### config.mk
export PLATFORM = sky130hd
export DESIGN_NAME = rgb_to_hsv_top
export DESIGN_NICKNAME = d
export VERILOG_FILES = /design/src/sv/rgbhsv_pkg.sv /design/src/sv/rgb_to_hsv_top.sv
export VERILOG_INCLUDE_DIRS = /design/src /design/src/sv
export SDC_FILE = /design/constraint.sdc
export NUM_CORES = 1
export LEC_CHECK = 0
export ABC_AREA = 1
export BUFFER_PORTS_ARGS = -buffer_cell sky130_fd_sc_hd__buf_4
export CORE_UTILIZATION = 58
export CTS_CLUSTER_SIZE = 14
export DETAILED_ROUTE_END_ITERATION = 6
export PLACE_DENSITY = 0.9
export REMOVE_ABC_BUFFERS = 1
export SETUP_SLACK_MARGIN = 0.15
export SLEW_MARGIN = 0
export SYNTH_ARGS = -nofsm -noshare
export SYNTH_HDL_FRONTEND = slang
export SYNTH_SLANG_ARGS = --single-unit
export TNS_END_PERCENT = 100
### constraint.sdc
create_clock -name clock -period 6.8 [get_ports clock]
set_clock_uncertainty 0.2 [all_clocks]
set_input_delay 0.34 -clock clock [delete_from_list [all_inputs] [get_ports clock]]
set_output_delay 0.34 -clock clock [all_outputs]
set_load 0.1 [all_outputs]
### src/sv/rgb_to_hsv_top_macros.svh
// Assertion helpers for the RGB to HSV converter.
// All checks sample on the rising edge of clock and are off while reset is high.
`ifndef RGB_TO_HSV_TOP_MACROS_SVH
`define RGB_TO_HSV_TOP_MACROS_SVH

// The consequent must hold in the same cycle as the antecedent.
`define RGBHSV_ASSERT_NOW(label, cond, check, msg) \
   label: assert property (@(posedge clock) disable iff (reset) (cond) |-> (check)) \
      else $error(msg);

// The consequent must hold in the cycle after the antecedent.
`define RGBHSV_ASSERT_NEXT(label, cond, check, msg) \
   label: assert property (@(posedge clock) disable iff (reset) (cond) |=> (check)) \
      else $error(msg);

`endif

### src/sv/rgbhsv_pkg.sv
package rgbhsv_pkg;

   // Field widths of one pixel and of one result.
   localparam int CHAN_W   = 8;
   localparam int HUE_W    = 9;
   localparam int PCT_W    = 7;

   // Offset into the sector numerator, up to twice the channel spread.
   localparam int X_W      = CHAN_W + 1;
   // Dividends: 60 times the offset, or 100 times a channel value.
   localparam int NUM_W    = 15;
   // Quotient bits resolved by the long division (quotients stay below 128).
   localparam int QUO_W    = 7;
   localparam int SH_W     = 3;

   // Pipeline depth: front end, scaling, three division stages, output.
   localparam int STAGES   = 6;
   localparam int DIV_STAGES = 3;
   localparam int OUT_STAGE  = STAGES - 1;

   // Scale factors.
   localparam logic [NUM_W-1:0] HUE_SCALE = NUM_W'(60);
   localparam logic [NUM_W-1:0] PCT_SCALE = NUM_W'(100);

   // Hue offset of each sector, in degrees, applied after the division.
   localparam logic [HUE_W-1:0] BASE_RED_UP   = HUE_W'(0);
   localparam logic [HUE_W-1:0] BASE_GREEN    = HUE_W'(60);
   localparam logic [HUE_W-1:0] BASE_BLUE     = HUE_W'(180);
   localparam logic [HUE_W-1:0] BASE_RED_DOWN = HUE_W'(300);

   localparam logic [HUE_W-1:0] HUE_LIMIT = HUE_W'(360);
   localparam logic [PCT_W-1:0] PCT_LIMIT = PCT_W'(100);

   // Front-end stage: spread, max, sector offset and sector base.
   typedef struct packed {
      logic [CHAN_W-1:0] d;
      logic [CHAN_W-1:0] mx;
      logic [X_W-1:0]    x;
      logic [HUE_W-1:0]  base;
   } front_type;

   // Scaling stage: the three dividends.
   typedef struct packed {
      logic [NUM_W-1:0]  hue_num;
      logic [NUM_W-1:0]  sat_num;
      logic [NUM_W-1:0]  bright_num;
      logic [CHAN_W-1:0] d;
      logic [CHAN_W-1:0] mx;
      logic [HUE_W-1:0]  base;
   } num_type;

   // Division stages: partial remainders and quotients of both divisions.
   typedef struct packed {
      logic [NUM_W-1:0]  hue_rem;
      logic [QUO_W-1:0]  hue_q;
      logic [NUM_W-1:0]  sat_rem;
      logic [QUO_W-1:0]  sat_q;
      logic [CHAN_W-1:0] d;
      logic [CHAN_W-1:0] mx;
      logic [HUE_W-1:0]  base;
      logic [PCT_W-1:0]  bright;
   } div_type;

   // One restoring step on both divisions: hue by d, saturation by max.
   function automatic div_type div_step(div_type src, logic [SH_W-1:0] sh);
      div_type          res;
      logic [NUM_W-1:0] hue_dv;
      logic [NUM_W-1:0] sat_dv;
      res    = src;
      hue_dv = NUM_W'(src.d) << sh;
      sat_dv = NUM_W'(src.mx) << sh;
      if (src.hue_rem >= hue_dv) begin
         res.hue_rem   = src.hue_rem - hue_dv;
         res.hue_q[sh] = 1'b1;
      end
      if (src.sat_rem >= sat_dv) begin
         res.sat_rem   = src.sat_rem - sat_dv;
         res.sat_q[sh] = 1'b1;
      end
      return res;
   endfunction

   // Floor of n / 255 for n below 32640 (results up to 127), by the add-and-shift identity.
   function automatic logic [PCT_W-1:0] div_by_255(logic [NUM_W-1:0] n);
      logic [NUM_W:0] sum;
      sum = (NUM_W+1)'(n) + (NUM_W+1)'(n >> 8) + (NUM_W+1)'(1);
      return PCT_W'(sum >> 8);
   endfunction

endpackage

### src/sv/rgb_to_hsv_top.sv
// RGB to HSV pixel converter.
// Input channel (req_): one 8-bit red, green and blue pixel per beat, handshake
// by req_valid and req_stall. Result channel (rsp_): hue in degrees (0..359),
// saturation and brightness in percent (0..100), handshake by rsp_valid and
// rsp_stall. Every input beat gives exactly one result beat, in order.
// Throughput is one pixel per cycle while the output is not stalled: the six
// register stages (front end, scaling, three two-bit division stages, output)
// each move every cycle, and the two 7-bit long divisions resolve two quotient
// bits in each division stage and the last bit in the output stage.
// Reset (synchronous, active high) empties the pipeline; no result is pending
// after it. When the receiver stalls, the output beat holds, and stages behind
// it keep moving until they fill up; bubbles are squeezed out. req_stall rises
// only once all six stages hold a pixel, and it follows rsp_stall in the same
// cycle, so no pixel is dropped or repeated.
`include "rgb_to_hsv_top_macros.svh"

module rgb_to_hsv_top (
   input  logic                          clock,
   input  logic                          reset,
   input  logic                          req_valid,
   output logic                          req_stall,
   input  logic [rgbhsv_pkg::CHAN_W-1:0] req_red,
   input  logic [rgbhsv_pkg::CHAN_W-1:0] req_green,
   input  logic [rgbhsv_pkg::CHAN_W-1:0] req_blue,
   output logic                          rsp_valid,
   input  logic                          rsp_stall,
   output logic [rgbhsv_pkg::HUE_W-1:0]  rsp_hue,
   output logic [rgbhsv_pkg::PCT_W-1:0]  rsp_saturation,
   output logic [rgbhsv_pkg::PCT_W-1:0]  rsp_brightness
);

   logic [rgbhsv_pkg::STAGES-1:0] valid_ff;
   logic [rgbhsv_pkg::STAGES-1:0] valid_in;
   logic [rgbhsv_pkg::STAGES:0]   ready;

   rgbhsv_pkg::front_type front_ff;
   rgbhsv_pkg::front_type front_in;
   rgbhsv_pkg::num_type   num_ff;
   rgbhsv_pkg::num_type   num_in;
   rgbhsv_pkg::div_type   div_first;
   rgbhsv_pkg::div_type   div_ff [rgbhsv_pkg::DIV_STAGES];
   rgbhsv_pkg::div_type   div_in [rgbhsv_pkg::DIV_STAGES];
   rgbhsv_pkg::div_type   div_last;

   logic [rgbhsv_pkg::HUE_W-1:0] hue_ff;
   logic [rgbhsv_pkg::HUE_W-1:0] hue_in;
   logic [rgbhsv_pkg::PCT_W-1:0] sat_ff;
   logic [rgbhsv_pkg::PCT_W-1:0] sat_in;
   logic [rgbhsv_pkg::PCT_W-1:0] bright_ff;
   logic [rgbhsv_pkg::PCT_W-1:0] bright_in;

   logic [rgbhsv_pkg::CHAN_W-1:0] mx;
   logic [rgbhsv_pkg::CHAN_W-1:0] mn;
   logic [rgbhsv_pkg::CHAN_W-1:0] d;

   // A stage may load when it is empty or when the stage after it moves on.
   always_comb begin
      ready[rgbhsv_pkg::STAGES] = !rsp_stall;
      for (int i = rgbhsv_pkg::STAGES - 1; i >= 0; i--) begin
         ready[i] = !valid_ff[i] || ready[i+1];
      end
      valid_in[0] = req_valid;
      for (int i = 1; i < rgbhsv_pkg::STAGES; i++) begin
         valid_in[i] = valid_ff[i-1];
      end
   end

   assign req_stall = !ready[0];

   always_ff @(posedge clock) begin
      if (reset) begin
         valid_ff <= '0;
      end else begin
         for (int i = 0; i < rgbhsv_pkg::STAGES; i++) begin
            if (ready[i]) begin
               valid_ff[i] <= valid_in[i];
            end
         end
      end
   end

   // Front end: max, min, spread and the hue sector. Green wins ties, then red.
   // Each sector is rewritten as base + floor(60 * x / d) with x in 0..2d.
   always_comb begin
      mx = req_red;
      if (req_green > mx) begin
         mx = req_green;
      end
      if (req_blue > mx) begin
         mx = req_blue;
      end
      mn = req_red;
      if (req_green < mn) begin
         mn = req_green;
      end
      if (req_blue < mn) begin
         mn = req_blue;
      end
      d = mx - mn;

      front_in.d  = d;
      front_in.mx = mx;
      if (d == '0) begin
         front_in.x    = '0;
         front_in.base = '0;
      end else if (mx == req_green) begin
         front_in.x    = rgbhsv_pkg::X_W'(({1'b0, req_blue} + {1'b0, d}) - {1'b0, req_red});
         front_in.base = rgbhsv_pkg::BASE_GREEN;
      end else if (mx == req_red) begin
         if (req_green >= req_blue) begin
            front_in.x    = rgbhsv_pkg::X_W'(req_green - req_blue);
            front_in.base = rgbhsv_pkg::BASE_RED_UP;
         end else begin
            front_in.x    = rgbhsv_pkg::X_W'(({1'b0, req_green} + {1'b0, d})
                                             - {1'b0, req_blue});
            front_in.base = rgbhsv_pkg::BASE_RED_DOWN;
         end
      end else begin
         front_in.x    = rgbhsv_pkg::X_W'(({1'b0, req_red} + {1'b0, d}) - {1'b0, req_green});
         front_in.base = rgbhsv_pkg::BASE_BLUE;
      end
   end

   always_ff @(posedge clock) begin
      if (ready[0]) begin
         front_ff <= front_in;
      end
   end

   // Scaling: the three dividends by constant multiplies.
   always_comb begin
      num_in.hue_num    = rgbhsv_pkg::NUM_W'(front_ff.x) * rgbhsv_pkg::HUE_SCALE;
      num_in.sat_num    = rgbhsv_pkg::NUM_W'(front_ff.d) * rgbhsv_pkg::PCT_SCALE;
      num_in.bright_num = rgbhsv_pkg::NUM_W'(front_ff.mx) * rgbhsv_pkg::PCT_SCALE;
      num_in.d          = front_ff.d;
      num_in.mx         = front_ff.mx;
      num_in.base       = front_ff.base;
   end

   always_ff @(posedge clock) begin
      if (ready[1]) begin
         num_ff <= num_in;
      end
   end

   // Division entry: load the dividends as remainders; brightness divides by
   // the constant 255 here and then rides along.
   always_comb begin
      div_first.hue_rem = num_ff.hue_num;
      div_first.hue_q   = '0;
      div_first.sat_rem = num_ff.sat_num;
      div_first.sat_q   = '0;
      div_first.d       = num_ff.d;
      div_first.mx      = num_ff.mx;
      div_first.base    = num_ff.base;
      div_first.bright  = rgbhsv_pkg::div_by_255(num_ff.bright_num);
   end

   // Three division stages, two quotient bits each, from the top bit down.
   for (genvar k = 0; k < rgbhsv_pkg::DIV_STAGES; k++) begin : g_div
      localparam logic [rgbhsv_pkg::SH_W-1:0] ShHi =
         rgbhsv_pkg::SH_W'(rgbhsv_pkg::QUO_W - 1 - 2*k);
      localparam logic [rgbhsv_pkg::SH_W-1:0] ShLo =
         rgbhsv_pkg::SH_W'(rgbhsv_pkg::QUO_W - 2 - 2*k);

      if (k == 0) begin : g_head
         assign div_in[k] = rgbhsv_pkg::div_step(rgbhsv_pkg::div_step(div_first, ShHi), ShLo);
      end else begin : g_body
         assign div_in[k] = rgbhsv_pkg::div_step(rgbhsv_pkg::div_step(div_ff[k-1], ShHi), ShLo);
      end

      always_ff @(posedge clock) begin
         if (ready[k+2]) begin
            div_ff[k] <= div_in[k];
         end
      end
   end

   // Output stage: last quotient bit, sector base, grey and black pixels.
   always_comb begin
      div_last  = rgbhsv_pkg::div_step(div_ff[rgbhsv_pkg::DIV_STAGES-1], '0);
      hue_in    = (div_last.d == '0) ? '0
                  : div_last.base + rgbhsv_pkg::HUE_W'(div_last.hue_q);
      sat_in    = (div_last.mx == '0) ? '0 : div_last.sat_q;
      bright_in = div_last.bright;
   end

   always_ff @(posedge clock) begin
      if (ready[rgbhsv_pkg::OUT_STAGE]) begin
         hue_ff    <= hue_in;
         sat_ff    <= sat_in;
         bright_ff <= bright_in;
      end
   end

   assign rsp_valid      = valid_ff[rgbhsv_pkg::OUT_STAGE];
   assign rsp_hue        = hue_ff;
   assign rsp_saturation = sat_ff;
   assign rsp_brightness = bright_ff;

   // Flags watched by the checks below.
   logic                hue_ok;
   logic                pct_ok;
   logic                div_full;
   logic                div_blocked;
   rgbhsv_pkg::div_type div_tail;

   assign hue_ok      = rsp_hue < rgbhsv_pkg::HUE_LIMIT;
   assign pct_ok      = (rsp_saturation <= rgbhsv_pkg::PCT_LIMIT)
                        && (rsp_brightness <= rgbhsv_pkg::PCT_LIMIT);
   assign div_full    = valid_ff[rgbhsv_pkg::OUT_STAGE-1];
   assign div_blocked = div_full && !ready[rgbhsv_pkg::OUT_STAGE-1];
   assign div_tail    = div_ff[rgbhsv_pkg::DIV_STAGES-1];

   // Results stay within their ranges.
   `RGBHSV_ASSERT_NOW(a_hue_range, rsp_valid, hue_ok, "hue out of range")
   `RGBHSV_ASSERT_NOW(a_pct_range, rsp_valid, pct_ok, "percent out of range")
   // The input side is held off only when every stage holds a pixel.
   `RGBHSV_ASSERT_NOW(a_full_on_stall, req_stall, &valid_ff, "input stalled with a bubble")
   // A blocked last division stage keeps its pixel.
   `RGBHSV_ASSERT_NEXT(a_div_hold, div_blocked, div_full && $stable(div_tail), "pixel lost")

endmodule

==> results.txt, run 1 <==
- Hold path startpoint: rsp_stall
* Mean cell area of the mapped netlist: 9.33 µm²
- Multi-input gate area in the final layout: 11,200 µm²
- Across the whole layout, storage elements account for 8860 µm².
- Data on the critical path arrives at its endpoint at 6.29 ns.
- Post-synthesis sequential area ratio: 41.1%
- Number of distinct standard cells referenced by the synthesized netlist: 66
- Routed vias: 16,500
- Total length of routed wires: 49.3 mm
* Effective utilization at floorplan: 58.9%
- Worst slew pin tran: 1.16 ns
- For the worst-skew pair, the clock arrives at the later sink with an insertion delay of 0.54 ns.
* Clock transition at the registers of the reported paths: 0.06 ns
- The initial antenna violation count came to 0.
* Count of clock tree sinks: 297
* Maximum fanout along the worst path: 13
- The cell count after synthesis came out at 2,311.
* DRC violations left: 0
- The setup check on the worst reg-to-reg path leaves a slack of 1.00 ns.
* HPWL after detailed placement: 38.5 mm
- Peak Freq: 161 MHz
* Reg-to-Reg Start: div_ff[0][117]$_DFFE_PP_
* DRT antenna net count: 0
* Final hold violation count: 0
* Async set-reset flop share out of synthesis: 0%
- Yosys warnings: 0
* Final hold slack: 0.160 ns
- The tree is rooted in a sky130_fd_sc_hd__clkbuf_16.
* Time the worst path needs with I/O delays and setup: 6.19 ns
* WHS Endpoint: valid_ff[5]$_SDFFE_PP0P_
- Number of global-route vias before repair: 16,800
* Worst slew margin: 22.6%
- STA classifies the critical path endpoint as a register.
* Data required, critical path: 6.89 ns
- CTS tree: built
- The core region is 36,600 µm².
- For this design, the slowest cell found on the critical path is sky130_fd_sc_hd__fa_1.
* Category of the most critical setup path: input pin to register
- In the finished design, the share of the clock period the worst path needs comes to 91.1%.
- Syn-to-layout area delta: 10.1%
- CTS built an H-tree with a depth of 1.
- Floorplan die width: 195 µm
* Number of placement rows: 70
- Routability-driven placement finished with a final weighted congestion of 0.951.
* Outcome: finished clean
- Cts bufs inserted: 27
* Pin count of the biggest net entering global routing: 70
* Total global routing track utilization: 26.1%
- The floorplan step set the die height to 195 µm.
- Dividing the detail-routed wire length by the instance count gives 16.9 µm.
- Final Slew Violations: 0
* Ant diodes: 0
* Via density: 5.68
* I/O pins: 53
* Port buffer count: 52
- R2R cell count: 25
- Worst hold path type: input pin to register
- Critical Path Most Common Cell: sky130_fd_sc_hd__nand2_1
- In this run, the number of DRC markers left after iteration 0 of detailed routing was 1,196.
- Flip-flop and latch count after synthesis: 297
- The synthesized netlist occupies a cell area of 21,600 µm².
- The first global-routing pass estimated 80.2 mm of wire.
- Summed over all layers, the global routing overflow is 0.
- The first detailed-routing pass took 6 iterations.
- Element type at the critical path start: input pin
- No sink is reached through more buffers than the 3 on the longest clock path.
* Max incr delay on CP: 0.48 ns
* Endpoint of the most critical register-to-register path: div_ff[0][205]$_DFFE_PP_
- Proportion of layout cells with a drive suffix above 1: 8.68%
- The floorplan step defined a die boundary enclosing 38,000 µm².
* Setup violations, final: 0
* Final Net Count: 2,764
* Number of enable flip-flop cells after synthesis: 291
- Buffers added to address setup during post-CTS repair amount to 0.
* Leading register cell type out of synthesis: sky130_fd_sc_hd__edfxtp_1
- Setup repair after global routing left no endpoint under its margin.
- Number of fill cells in the layout: 2,653
* Max Cap Violations: 0
* Hold path cells: 4
-- final cells by class --
type	instances	share of cell area [%]
clock inverter	13	0.495
clock buffer	35	2.97
timing repair buffer	109	3.52
tap	468	2.47
inverter	372	5.90
sequential	297	37.3
multi-input combinational	1617	47.3
-- flip-flops by register name (all words and copies together) (netlist names) --
name	count
valid_ff	6
div_first	44
front_ff	30
num_ff	10
rsp_saturation	7
rsp_hue	9
div_ff	184
rsp_brightness	7
-- what timing repair did --
action                     4_1_cts  5_1_grt
hold endpoints to repair         6        0
resized for setup                0       21
hold buffers                     2        0
setup endpoints to repair        0        3
-- Yosys cell counts, types with 18 or more instances --
cell	n	area share [%]
sky130_fd_sc_hd__nand2_2	18	0.52
sky130_fd_sc_hd__ha_1	253	15
sky130_fd_sc_hd__edfxtp_1	291	41
sky130_fd_sc_hd__nand3_1	122	2.8
sky130_fd_sc_hd__nand4_1	18	0.52
sky130_fd_sc_hd__xor2_1	105	4.3
sky130_fd_sc_hd__o21ai_0	139	3.2
sky130_fd_sc_hd__nor3_1	22	0.51
sky130_fd_sc_hd__a21oi_1	165	3.8
sky130_fd_sc_hd__nor2_1	183	3.2
sky130_fd_sc_hd__xnor2_1	48	1.9
sky130_fd_sc_hd__fa_1	59	5.5
sky130_fd_sc_hd__nand2_1	360	6.3
sky130_fd_sc_hd__inv_1	368	6.4
-- cells by family (layout without fill, tap and decap cells) --
logic type / after synthesis / count (layout) / share of synthesized area, %
and+or+nand+nor: 778 / 778 / 15.8
buffers and inverters: 397 / 529 / 7.10
AOI/OAI and AO/OA: 371 / 371 / 9.53
adders and majority gates: 312 / 312 / 20.2
DFF: 297 / 297 / 41.1
xor gates and xnor gates: 153 / 153 / 6.21
muxes: 3 / 3 / 0.151
-- per-layer routing --
metal	vias up	track usage [%]	wire [µm]
met5	-	0	0
met4	0	11.5	2130
met3	161	2.52	2290
met2	593	49.8	25800
met1	7734	29.2	19100
li1	8032	-	-
-- worst max-delay path: cells and delay by family --
kind | cells | cell delay, ns
XOR/XNOR | 1 | 0.21
adder cells (fa/ha/maj) | 5 | 1.74
buffers and inverters | 10 | 1.20
AND/OR/NAND/NOR | 20 | 1.64
AO/OA/AOI/OAI | 8 | 1.15
-- cells in the final DEF, fill, tap and decap left out, types with 3 or more instances in the layout --
cell	instances
sky130_fd_sc_hd__o21ai_1	12
sky130_fd_sc_hd__clkinv_2	5
sky130_fd_sc_hd__o21bai_1	15
sky130_fd_sc_hd__nand4_1	18
sky130_fd_sc_hd__xor2_1	105
sky130_fd_sc_hd__edfxtp_1	291
sky130_fd_sc_hd__nand3b_1	8
sky130_fd_sc_hd__clkinv_1	5
sky130_fd_sc_hd__a211oi_1	7
sky130_fd_sc_hd__nand3_1	122
sky130_fd_sc_hd__xnor2_1	47
sky130_fd_sc_hd__a31oi_1	5
sky130_fd_sc_hd__or2_2	9
sky130_fd_sc_hd__a21oi_1	165
sky130_fd_sc_hd__clkbuf_1	8
sky130_fd_sc_hd__buf_4	106
sky130_fd_sc_hd__nand2_1	360
sky130_fd_sc_hd__o211ai_1	4
sky130_fd_sc_hd__o21ai_0	131
sky130_fd_sc_hd__dfxtp_1	6
sky130_fd_sc_hd__a21o_1	4
sky130_fd_sc_hd__nor4_1	13
sky130_fd_sc_hd__nor3_1	22
sky130_fd_sc_hd__nand2_2	16
sky130_fd_sc_hd__fa_1	58
sky130_fd_sc_hd__nor3b_1	3
sky130_fd_sc_hd__inv_1	363
sky130_fd_sc_hd__clkbuf_16	27
sky130_fd_sc_hd__nor2_2	8
sky130_fd_sc_hd__nor2_1	180
sky130_fd_sc_hd__nand2_4	6
sky130_fd_sc_hd__ha_1	253
sky130_fd_sc_hd__inv_2	7
-- per-stage QoR --
| step | cells | utilization [%] | setup WS (ns) | cell area, µm² | TNS (ns) |
|---|---|---|---|---|---|
| floorplan | 2286 | - | -2.21 | 21400 | -93.69 |
| global placement | 2861 | 62.4 | 0.0676 | 22800 | 0 |
| detailed placement | 2861 | 62.4 | -0.102 | 22800 | -0.156 |
| CTS | 2911 | 64.7 | 0.467 | 23700 | 0 |
| global route | 2911 | 64.8 | 0.132 | 23700 | 0 |
| finish | 2911 | 64.8 | 0.606 | 23700 | 0 |
-- how the worst max path moves through the flow --
stage / start / to / cells past startpoint
detailed placement: req_red[3] / front_ff[16]$_SDFFCE_PP0N_ / 46
CTS: req_red[3] / front_ff[16]$_SDFFCE_PP0N_ / 46
global route: req_red[3] / front_ff[17]$_SDFFCE_PP0N_ / 45
global placement: req_red[4] / front_ff[16]$_SDFFCE_PP0N_ / 45
floorplan: valid_ff[5]$_SDFFE_PP0P_ / front_ff[10]$_SDFFCE_PP0N_ / 11
finish: req_red[3] / front_ff[17]$_SDFFCE_PP0N_ / 44
Power of run 1 is not shown: default switching activity piles up to over one toggle a cycle in this logic, so the estimate is an artifact.
==> run 2, diff against run 1 <==
CORE_UTILIZATION = 59   (was 58)
CTS_BUF_LIST = sky130_fd_sc_hd__clkbuf_4   (was unset)
PLACE_DENSITY = 0.91   (was 0.9)
==> run 2 against run 1 <==
  * The run now ends with design-rule violations left
  * Maximum frequency up 0.86%
  * Critical path depth unchanged
  * Clock-buffer cell count up 59
  * Utilization up 1.4 points
  * Final area down 0.28%
  * Die area down 1.7%
  * Non-clock buffer count down 16
  * Final cell count up 1.8%
  * Sequential cell count unchanged
  * Sequential share of layout area up 0.10 points
  * First-iteration DRC count down 1.3%
  * Routed wire length up 1.1%
  * Largest cell class unchanged
  * Highest routed layer unchanged
==> results.txt, run 2 (synthesis gave the netlist of run 1 again) <==
- The flow ran to the end, but the final reports show violations.
- Violations in the final reports: design-rule violations
- Launching instance or port of the critical path: req_red[7]
* Global-route wire length before repair: 80.5 mm
- Counting cells, the worst reg-to-reg path comes to 24.
* Per-cell routed wire length: 16.8 µm
* Met1 Routed Length: 19.0 mm
- Via density: 5.68
- DR WL met3: 2.66 mm
- Number of non-filler instances in the completed layout: 2,964
- Setup violations remaining at the end of the flow were counted as 0.
- I/O pins: 53
- Floorplan die width: 193 µm
- RSZ-0062 raised after global routing: no
- Peak Freq: 163 MHz
- Final Slew Violations: 0
- The floorplan step defined a die boundary enclosing 37,300 µm².
* Category of the most critical setup path: input pin to register
- The register with the most flip-flops in the layout has 184 of them.
- Worst slew pin tran: 1.21 ns
* Number of fill cells in the layout: 2,617
- Worst hold path type: input pin to register
- Core area: 35,700 µm²
- Summed over all nets, wire length on met2 after detailed routing comes to 25.7 mm.
- Among the stages of the critical path, the cell type that occurs most often is sky130_fd_sc_hd__nand2_1.
- Routed vias: 16,800
- Insertion delay to the later sink of the worst-skew pair: 0.69 ns
- STA puts the critical path data required time at 7.05 ns.
* CTS tree: built
- For this block, the routed nets add up to 49.8 mm of wire.
- Number of global-route vias before repair: 17,200
- Element type at the critical path start: input pin
* Placer congestion estimate: 0.951
* Effective utilization at floorplan: 60.3%
* Total global routing track utilization: 27.3%
- Max incr delay on CP: 0.51 ns
- Final hold violation count: 0
- Final Net Count: 2,791
* Clock buffer depth: 3
- Timing endpoint of the critical path: front_ff[17]$_SDFFCE_PP0N_
- The library cell used most frequently in the layout, excluding fill and tap cells, is sky130_fd_sc_hd__inv_1.
* Register area: 8860 µm²
* DRT antenna net count: 0
* Maximum fanout along the worst path: 11
- The endpoint identified for the worst register-to-register timing path is div_ff[0][205]$_DFFE_PP_.
- The worst register-to-register path begins at div_ff[0][94]$_DFFE_PP_.
- Dividing the final minimum period by the clock period gives 90.3%.
- The clock drives 297 sinks.
- Kind of end point of the critical path: register
- Antenna violations before repair: 1
* Number of placement rows: 69
* Grt ovf: 0
* Clock transition at the registers of the reported paths: 0.07 ns
- In this run, CTS created clock tree buffers numbering 70.
- CTS Root Buffer Type: sky130_fd_sc_hd__clkbuf_4
* 1st-iter DRT viols: 1,180
* Multi-input gate area in the final layout: 11,200 µm²
- From synthesis to final layout, the design area changed by 9.78%.
- The number of placed instances, taps included, is 2,838.
- Commonest cells after routing, fill and taps aside: 364 x sky130_fd_sc_hd__inv_1, 360 x sky130_fd_sc_hd__nand2_1, 291 x sky130_fd_sc_hd__edfxtp_1
* Vertical extent of the die: 193 µm
- Proportion of layout cells with a drive suffix above 1: 10.5%
- Subtracting the final worst setup slack from the clock period gives 6.14 ns.
- Worst R2R Setup Slack: 0.78 ns
- Port buffer count: 52
- Max Cap Violations: 0
* Worst slew margin: 18.8%
- For this design, the slowest cell found on the critical path is sky130_fd_sc_hd__fa_1.
* Arrival time of the worst setup path: 6.39 ns
- Highest signal layer in the routed design: met4
- Hold path startpoint: req_blue[1]
- Number of search-and-repair iterations in the first detailed-routing pass: 7
- Number of H-tree levels: 3
- Detailed placement finished with a half-perimeter wire length of 38.6 mm.
- Pin count of the biggest net entering global routing: 70
* DRC violations left: 11
* Top reg by flops: div_ff
[run 2: cell types whose count changed in the layout (fill, tap and decap cells not counted), moves of 3 or more]
| cell | previous run | this run |
|---|---|---|
| sky130_fd_sc_hd__clkbuf_4 | 0 | 94 |
| sky130_fd_sc_hd__clkinv_2 | 5 | 8 |
| sky130_fd_sc_hd__o21ai_1 | 12 | 8 |
| sky130_fd_sc_hd__clkinv_1 | 5 | 15 |
| sky130_fd_sc_hd__clkbuf_1 | 8 | 0 |
| sky130_fd_sc_hd__buf_4 | 106 | 91 |
| sky130_fd_sc_hd__o21ai_0 | 131 | 135 |
| sky130_fd_sc_hd__clkbuf_16 | 27 | 0 |
[run 2: final cells by class]
cell class | instances | area share, %
clock buffer | 94 | 2.98
clock inverter | 29 | 0.978
tap | 461 | 2.44
sequential | 297 | 37.4
timing repair buffer | 93 | 2.97
antenna | 1 | 0.0106
inverter | 372 | 5.90
multi-input combinational | 1617 | 47.3
[run 2: worst min path at each step]
stage,to,slack [ns],cells past startpoint
5_1_grt,front_ff[19]$_DFFE_PN_,0.03,3
2_1_floorplan,div_ff[0][10]$_DFFE_PP_,0.20,0
6_report,front_ff[19]$_DFFE_PN_,0.06,3
3_5_place_dp,div_ff[0][82]$_DFFE_PP_,0.20,0
4_1_cts,front_ff[19]$_DFFE_PN_,0.02,3
3_3_place_gp,div_ff[0][187]$_DFFE_PP_,0.20,0
[run 2: worst max-delay path, delay by kind of cell]
family | cells | cell delay, ns
XOR/XNOR | 1 | 0.13
AO/OA/AOI/OAI | 6 | 0.98
buffers and inverters | 9 | 0.95
adder cells (fa/ha/maj) | 5 | 1.71
AND/OR/NAND/NOR | 23 | 2.31
[run 2: per-layer routing]
layer | global-route usage [%] | vias up
met3 | 3.89 | 194
met2 | 51.0 | 668
met4 | 15.4 | 0
met5 | 0 | -
met1 | 29.3 | 7819
li1 | - | 8142
[run 2: timing repair]
item	CTS	global route
hold buffers	2	0
hold endpoints to repair	6	0
setup endpoints to repair	0	2
setup buffers	0	0
resized for setup	0	7
[run 2: metrics by stage]
stage	setup TNS [ns]	utilization (%)	area [µm²]	hold slack (ns)	worst slack, ns
floorplan	-93.69	-	21400	0.200	-2.21
global placement	0	63.5	22700	0.203	0.0301
detailed placement	-0.259	63.5	22700	0.205	-0.143
CTS	0	66.2	23700	0.0163	0.608
global route	0	66.2	23700	0.0336	0.174
finish	0	66.2	23700	0.0611	0.658
Power of run 2 is left out for the same reason.
==> run 3, diff against run 2 <==
CAP_MARGIN = 0   (was unset)
CORE_UTILIZATION = 61   (was 59)
PLACE_DENSITY = 0.9   (was 0.91)
clock period = 6.02 ns   (was 6.8 ns; I/O delays follow)
==> run 3 against run 2 <==
  * The flow still finishes with violations (design-rule violations)
  * Worst setup slack got worse by 0.38 ns
  * Utilization increased by 4.6 points
  * Sequential share of layout area is 1.3 points lower
  * Register-to-register slack worse by 0.18 ns
  * Sequential cell count unchanged
  * Die area shrank 3.2%
  * Via count is 4.0% higher
  * Routed wire length up 3.4%
  * Final area grew 3.6%
  * First-iteration DRC count is 1.0% higher
  * Clock-buffer cell count shrank 7
==> results.txt, run 3 (synthesis gave the netlist of run 1 again) <==
- Together, buffers and inverters on the worst path number 14.
* Area post-placement: 23,400 µm²
- Subtracting the final worst setup slack from the clock period gives 5.74 ns.
- Met2 layer wire length in the routed design: 26.6 mm
- Max incr delay on CP: 0.56 ns
- Leading cell type in the layout, fill and taps excluded: sky130_fd_sc_hd__inv_1
- R2R cell count: 28
- DRC violations left: 11
* 1st-iter DRT viols: 1,192
* Port buffer count: 52
- Met1 Routed Length: 19.0 mm
- Category of the most critical setup path: input pin to register
- Maximum fanout along the worst path: 9
* Hold path cells: 6
- Once the floorplan was initialized, standard cells occupied 62.3% of the core.
- The worst register-to-register path ends at div_ff[0][224]$_DFFE_PP_.
- After floorplanning, the core was sized to cover 34,600 µm².
- WHS Endpoint: front_ff[9]$_SDFFCE_PP0N_
* Placer congestion estimate: 1.03
- The number of global-route vias before repair is 18,000.
- Layout Cell Area excl Fill: 24,500 µm²
- Final Slew Violations: 0
- The startpoint identified for the worst register-to-register timing path is div_ff[0][102]$_DFFE_PP_.
- TritonCTS built the clock tree.
* Commonest cells after routing, fill and taps aside: 363 x sky130_fd_sc_hd__inv_1, 360 x sky130_fd_sc_hd__nand2_1, 291 x sky130_fd_sc_hd__edfxtp_1
* Per-cell routed wire length: 16.8 µm
- Total global routing track utilization: 29.1%
- Wires add up to 51.5 mm.
* Grt ovf: 0
- In this run the number of H-tree levels came out at 3.
* Count of clock tree sinks: 297
- For this run, the share of the core covered by cells in the final layout is 70.8%.
* Global-route wire length before repair: 83.3 mm
- Final Net Count: 2,898
* Via density: 5.71
- The floorplan step defined a die boundary enclosing 36,100 µm².
- STA classifies the critical path startpoint as an input pin.
* Worst slew margin: 23.5%
* Pin count of the biggest net entering global routing: 70
- Violations in the final reports: design-rule violations
- Setup repair after global routing could not meet its margin everywhere.
* DR WL met3: 2.93 mm
* DRT antenna net count: 0
- The area growth from synthesis to layout is 13.7%.
- Across all register-to-register paths, the minimum setup slack is 0.60 ns.
* Insertion delay to the later sink of the worst-skew pair: 0.72 ns
- Number of search-and-repair iterations in the first detailed-routing pass: 7
- Routed vias: 17,500
- Timing would allow up to 174 MHz.
- The layout has 2,313 filler cells.
- The HPWL after detailed placement is 39.7 mm.
- Top reg by flops: div_ff
* Floorplan die width: 190 µm
- Period utilization: 95.4%
* Worst hold path type: input pin to register
- Cts bufs inserted: 68
- At the worst endpoint, the arrival time is 6.00 ns.
* Top Family by Delay on Critical Path: adder cells
* Number of placement rows: 68
* Clock transition at the registers of the reported paths: 0.07 ns
- At the pin with the least slew margin, the transition time is 1.14 ns.
* Critical Path Most Common Cell: sky130_fd_sc_hd__inv_1
- Highest signal layer in the routed design: met4
* Antenna violations before repair: 1
- The largest individual stage delay along the critical path comes from the cell sky130_fd_sc_hd__fa_1.
- Outcome: complete, but fails checks
* Final hold violation count: 0
- Hold path startpoint: req_blue[0]
* Vertical extent of the die: 190 µm
* I/O pins: 53
- The clock passes through at most 3 buffers.
- The tool flagged a number of max-cap violations equal to 0.
- Setup violations, final: 0
- Of the cells placed in the final design, the portion with a size suffix greater than 1 is 14.5%.
- Data on the critical path is required at its endpoint by 6.28 ns.
- Kind of end point of the critical path: register
- The register with the most flip-flops in the layout has 184 of them.
- CTS placed an instance of sky130_fd_sc_hd__clkbuf_4 at the clock tree root.
==> run 3: changes by cell type in the layout (fill, tap and decap cells not counted), moves of 5 or more <==
cell,previous run,this run
sky130_fd_sc_hd__buf_4,91,194
sky130_fd_sc_hd__clkinv_1,15,23
sky130_fd_sc_hd__clkbuf_4,94,88
sky130_fd_sc_hd__o21ai_2,2,7
sky130_fd_sc_hd__nor2_1,182,177
sky130_fd_sc_hd__o21ai_1,8,13
sky130_fd_sc_hd__o21ai_0,135,125
==> run 3: how the worst max path moves through the flow <==
stage                                  start                         end  slack, ns  cells past startpoint
floorplan           valid_ff[5]$_SDFFE_PP0P_  front_ff[10]$_SDFFCE_PP0N_      -2.99                     11
global placement                  req_red[3]  front_ff[17]$_SDFFCE_PP0N_      -0.26                     42
detailed placement                req_red[5]  front_ff[16]$_SDFFCE_PP0N_      -0.64                     42
CTS                               req_red[5]  front_ff[16]$_SDFFCE_PP0N_       0.20                     43
global route                      req_red[5]  front_ff[16]$_SDFFCE_PP0N_      -0.12                     47
finish                            req_red[3]  front_ff[16]$_SDFFCE_PP0N_       0.28                     49
==> run 3: timing repair <==
item	in CTS	in global routing
hold buffers	5	1
gates resized for setup	1	48
endpoints found under the setup margin	1	7
hold endpoints to repair	30	1
pin swaps	0	12
setup buffers	0	6
==> run 3: through the flow <==
step | hold WS [ns] | setup TNS (ns) | instances | setup WS, ns
2_1_floorplan | 0.170 | -162.82 | 2286 | -2.99
3_3_place_gp | 0.200 | -0.619 | 2931 | -0.256
3_5_place_dp | 0.205 | -1.77 | 2931 | -0.640
4_1_cts | 0.0376 | 0 | 3056 | 0.203
5_1_grt | 0.0521 | -0.122 | 3064 | -0.122
6_report | 0.0713 | 0 | 3064 | 0.279
==> run 3: routing by layer <==
layer,GRT usage [%],up-vias
met4,17.4,0
met5,0,-
met2,54.0,758
met1,30.5,8141
li1,-,8354
met3,5.02,246
==> run 3: final cells by class <==
class	count	area, µm²	area share (%)
antenna	1	2.50	0.0102
clock buffer	87	653	2.66
clock inverter	33	158	0.643
inverter	372	1400	5.69
multi-input combinational	1617	11300	46.3
sequential	297	8860	36.1
tap	455	569	2.32
timing repair buffer	202	1540	6.26
==> run 3: worst reg2reg max path: cells and delay by family (launching register included) <==
kind	cells	cell delay, ns
flip-flops	1	0.39
buffers and inverters	4	0.56
XOR/XNOR	1	0.17
adder cells (fa/ha/maj)	2	0.77
AND/OR/NAND/NOR	13	1.67
AO/OA/AOI/OAI	8	1.38
Power of run 3 is left out for the same reason.
